==> config.mk <==
export PLATFORM = sky130hd
export DESIGN_NAME = vsa_ctrl
export DESIGN_NICKNAME = d
export VERILOG_FILES = /design/src/rtl/vsa_pkg.sv /design/src/rtl/vsa_ctrl.sv
export SDC_FILE = /design/constraint.sdc
export NUM_CORES = 1
export LEC_CHECK = 0
export ABC_AREA = 1
export BUFFER_PORTS_ARGS = -buffer_cell sky130_fd_sc_hd__buf_4
export CELL_PAD_IN_SITES_DETAIL_PLACEMENT = 0
export CELL_PAD_IN_SITES_GLOBAL_PLACEMENT = 1
export CORE_AREA = 2 2 39 41
export CTS_BUF_LIST = sky130_fd_sc_hd__clkbuf_8
export DETAILED_ROUTE_END_ITERATION = 10
export DIE_AREA = 0 0 41 43
export PLACE_DENSITY = 0.52
export SKIP_CTS_REPAIR_TIMING = 1
export SLEW_MARGIN = 20
export SYNTH_ARGS = -nofsm -noshare
export SYNTH_HDL_FRONTEND = slang
export SYNTH_SLANG_ARGS = --single-unit
==> constraint.sdc <==
create_clock -name aclk -period 2.36 [get_ports aclk]
set_clock_uncertainty 0.15 [all_clocks]
set_input_delay 0.472 -clock aclk [delete_from_list [all_inputs] [get_ports aclk]]
set_output_delay 0.472 -clock aclk [all_outputs]
set_load 0.02 [all_outputs]
==> src/rtl/vsa_pkg.sv <==
// Shared types, field layout and codes for the versioned slot allocator.
// Used by the controller, the datapath and the top level; depends on nothing.
package vsa_pkg;

    localparam int MAX_SLOTS          = 1024;
    localparam int INDEX_FIELD_BITS   = 20;
    localparam int TYPE_FIELD_BITS    = 4;
    localparam int ACCESS_FIELD_BITS  = 2;
    localparam int VERSION_FIELD_BITS = 6;

    localparam int HANDLE_BITS  = 32;
    localparam int TYPE_LSB     = INDEX_FIELD_BITS;
    localparam int ACCESS_LSB   = INDEX_FIELD_BITS + TYPE_FIELD_BITS;
    localparam int VERSION_LSB  = INDEX_FIELD_BITS + TYPE_FIELD_BITS + ACCESS_FIELD_BITS;

    localparam int POOLS        = 3;
    localparam int POOL_BITS    = 2;
    localparam int SLOT_BITS    = $clog2(MAX_SLOTS);
    localparam int CNT_BITS     = SLOT_BITS + 1;
    localparam int STACK_WORDS  = POOLS * MAX_SLOTS;
    localparam int STACK_ABITS  = POOL_BITS + SLOT_BITS;
    localparam int ENTRY_BITS   = VERSION_FIELD_BITS + SLOT_BITS;

    localparam int CFG_IDX_BITS  = 3;
    localparam int CFG_DATA_BITS = 11;
    localparam int CAP_BITS      = 11;

    localparam int OUT_SLOT_BITS    = 10;
    localparam int OUT_VERSION_BITS = 6;
    localparam int STATUS_BITS      = 3;

    localparam logic [HANDLE_BITS-1:0] INVALID_HANDLE = '1;

    typedef enum logic [STATUS_BITS-1:0] {
        ST_OK        = 3'd0,
        ST_EXHAUSTED = 3'd1,
        ST_INVALID   = 3'd2,
        ST_RANGE     = 3'd3,
        ST_TYPE      = 3'd4,
        ST_FULL      = 3'd5
    } status_t;

    typedef enum logic [CFG_IDX_BITS-1:0] {
        REG_SAMPLED_CAP    = 3'd0,
        REG_STOR_IMG_CAP   = 3'd1,
        REG_STOR_BUF_CAP   = 3'd2,
        REG_SAMPLED_TYPE   = 3'd3,
        REG_STOR_IMG_TYPE  = 3'd4,
        REG_STOR_BUF_TYPE  = 3'd5,
        REG_READ_ONLY      = 3'd6,
        REG_READ_WRITE     = 3'd7
    } cfg_reg_t;

    typedef enum logic {
        KIND_FETCH = 1'b0,
        KIND_FREE  = 1'b1
    } kind_t;

    typedef enum logic [POOL_BITS-1:0] {
        POOL_SAMPLED  = 2'd0,
        POOL_STOR_IMG = 2'd1,
        POOL_STOR_BUF = 2'd2,
        POOL_NONE     = 2'd3
    } pool_t;

    // Commands from the controller to the datapath.
    typedef struct packed {
        logic load_item;
        logic rd_en;
        logic commit_direct;
        logic commit_pop;
    } vsa_cmd_t;

    // Status from the datapath to the controller.
    typedef struct packed {
        logic is_pop;
        logic out_free;
    } vsa_stat_t;

endpackage

==> src/rtl/vsa_ctrl.sv <==
// Sequencing state machine of the slot allocator: accept, decide, stack read.
// Depends on vsa_pkg for the command and status structs.
module vsa_ctrl (
    input  logic               aclk,
    input  logic               aresetn,
    input  logic               s_tvalid,
    output logic               s_tready,
    input  vsa_pkg::vsa_stat_t stat,
    output vsa_pkg::vsa_cmd_t  cmd
);
    import vsa_pkg::*;

    typedef enum logic [1:0] {
        S_IDLE,
        S_EXEC,
        S_READ
    } state_t;

    state_t state_reg, state_next;
    logic   ready_reg, ready_next;

    always_comb begin
        state_next = state_reg;
        cmd        = '0;
        case (state_reg)
            S_IDLE: begin
                if (s_tvalid && ready_reg) begin
                    cmd.load_item = 1'b1;
                    state_next    = S_EXEC;
                end
            end
            S_EXEC: begin
                if (stat.is_pop) begin
                    cmd.rd_en  = 1'b1;
                    state_next = S_READ;
                end else if (stat.out_free) begin
                    cmd.commit_direct = 1'b1;
                    state_next        = S_IDLE;
                end
            end
            S_READ: begin
                if (stat.out_free) begin
                    cmd.commit_pop = 1'b1;
                    state_next     = S_IDLE;
                end
            end
            default: begin
                state_next = S_IDLE;
            end
        endcase
        ready_next = (state_next == S_IDLE);
    end

    always_ff @(posedge aclk) begin
        if (!aresetn) begin
            state_reg <= S_IDLE;
            ready_reg <= 1'b0;
        end else begin
            state_reg <= state_next;
            ready_reg <= ready_next;
        end
    end

    assign s_tready = ready_reg;

endmodule

==> PnR_summary.wiki <==
{| class="wikitable"
! Metric !! Value
|-
| CTS Buf Count || 3
|-
| Placeable core area || 1380 µm²
|-
| Clock network latency to the later pin of the worst-skew pair || 210 ps
|-
| Wire length of the first global-routing pass || 669 µm
|-
| Maximum vdd ir drop || 200 µV
|-
| Smallest setup slack after layout || 697 ps
|-
| Total half-perimeter wirelength after legalization and detailed placement || 317 µm
|-
| Placement Setup Slack || 798 ps
|-
| Remaining antenna violation count after routing || 0
|-
| Pwr Density || 771 nW/µm²
|-
| Final critical-path share of the clock period || 70.5%
|-
| H-tree Lvls || 1
|-
| Most frequent standard cell in the layout excluding fill and tap cells || buf_4
|-
| Most frequent cells in the layout || buf_4 (9), inv_1 (6), nor2_1 (4)
|-
| Static leakage || 0.000168 µW
|-
| Total Routed Length || 385 µm
|-
| Root Buffer || clkbuf_8
|-
| Cell Rows || 14
|-
| Kind of launch point of the worst setup path || flop
|-
| Post-synthesis sequential area ratio || 36.4%
|-
| Max-cap viol count || 0
|-
| Worst slew margin relative to its limit || 89.7%
|-
| Total area of multi-input combinational cells || 78.8 µm²
|-
| Area enclosed by the die boundary || 1760 µm²
|-
| TritonCTS clock tree || done
|-
| Pre-Repair DR Iteration Count || 4
|-
| Count of distinct cell types in the synthesized netlist || 11
|-
| Starting DRC count in detailed routing || 3
|-
| Setup repair after global routing missed its margin || no
|-
| Pin count of the biggest net entering global routing || 5
|-
| Number of synthesis warnings || 0
|-
| Post-detailed-route DRC marker count || 0
|-
| Total count of max-transition violations in the final report || 0
|-
| Net total in the final layout || 45
|-
| Global-route congestion overflow total || 0
|-
| Share of final-layout standard cells stronger than drive strength 1 || 46.2%
|-
| Filler Cells Inserted || 166
|-
| Post-synth design cell area || 165 µm²
|-
| Total negative slack || 0 ps
|-
| Antenna diode instance count || 0
|-
| Vias in the first global route || 203
|-
| Total via count after detailed routing || 197
|-
| CTS Sinks || 3
|-
| Synthesized Nets || 31
|-
| Max Freq || 601 MHz
|-
| Crit Path Class || flop to primary output
|-
| Number of input and output port buffers inserted || 9
|-
| Die height || 43 µm
|-
| Clock slew seen by the registers of the worst setup and hold paths || 30 ps
|-
| Flip-flop and latch area || 60.1 µm²
|-
| Shortest period the worst path allows || 1660 ps
|-
| Final Hold Violating Endpoints || 0
|-
| Initial core utilization || 11.9%
|-
| Crit path max fanout || 4
|-
| Detailed-route wire length per cell || 7.00 µm
|-
| Io pins || 10
|-
| Routability congestion estimate from global placement || 0.680
|-
| Clock buffer depth || 2
|-
| Critical Path Sink Type || primary output
|-
| Horizontal die dimension || 41 µm
|-
| Via count normalized by instance count || 3.58
|-
| Gate count after technology mapping || 26
|-
| Run status || completed
|-
| Transition time of the tightest slew-check pin || 153 ps
|-
| Area growth from synthesis to layout || 80.3%
|-
| Flip-flop count of the largest register, all copies and words added || 2
|-
| Crit path arrival time || 1040 ps
|-
| Number of flip-flops and latches in the synthesized netlist || 3
|-
| Worst Hold Class || input pin to flop
|-
| Number of antenna violations at the first check in global routing || 0
|-
| Global routing usage summed across all routing layers || 6.22%
|-
| Final setup violating endpoints || 0
|-
| WP data required || 1740 ps
|-
| Sum of internal, switching and leakage power || 230 µW
|-
| Synthesized area divided by synthesized cell count || 6.35 µm²
|}
==> kinds of logic (layout without fill, tap and decap cells) <==
group | Yosys count | after routing | synth area share [%]
AO/OA/AOI/OAI | 2 | 2 | 8.33
buffers and inverters | 7 | 20 | 15.9
flip-flops | 3 | 3 | 36.4
AND/OR/NAND/NOR | 14 | 14 | 39.4
==> cell usage after synthesis <==
library cell	count	area, µm²
inv_1	5	18.8
nor2_1	4	15.0
dfxtp_1	3	60.1
nand2_1	3	11.3
nand3_1	3	15.0
inv_2	2	7.51
nand2_2	2	12.5
a21oi_1	1	5.00
a21oi_2	1	8.76
nor2_2	1	6.26
nor3_1	1	5.00
==> stage by stage <==
step,cells,hold slack (ps),cell area [µm²],util (%)
2_1_floorplan,26,375,165,-
3_3_place_gp,51,414,253,18.3
3_5_place_dp,51,411,253,18.3
4_1_cts,55,363,298,21.5
5_1_grt,55,398,298,21.5
6_report,55,366,298,21.5
==> cell type report <==
class / count / share of cell area, %
sequential: 3 / 20.2
inverter: 7 / 8.82
clock inverter: 1 / 1.26
tap: 16 / 6.72
multi-input combinational: 16 / 26.5
clock buffer: 3 / 13.9
timing repair buffer: 9 / 22.7
==> worst max-delay path, stage by stage (launching register included) <==
cell and delay, ps:
dfxtp_1 380, inv_2 50, nor2_2 110, nand2_1 60
nor2_1 80, buf_4 140
==> routing by layer <==
metal	up-vias	routed length, µm	GRT usage, %	part of all wire, %
li1	105	-	-	-
met4	0	0	8.00	0
met2	4	218	8.44	57
met1	88	161	5.45	42
met5	-	0	0	0
met3	0	5	3.14	1.3
==> where the power goes <==
group | switching (µW) | internal (µW) | leakage [µW]
clock network | 32.0 | 111 | 0.0000269
logic | 16.3 | 13.9 | 0.000116
registers | 2.45 | 54.3 | 0.0000247
==> worst paths after layout <==
kind	startpoint	end	slack [ps]	cells after the start
min	aresetn	state_reg[0]	370	3
max	state_reg[0]	cmd[1]	700	5
max reg2reg	state_reg[0]	s_tready	1400	5
min reg2reg	s_tready	state_reg[0]	410	4
Note: power is estimated with default switching activity, not from simulation.
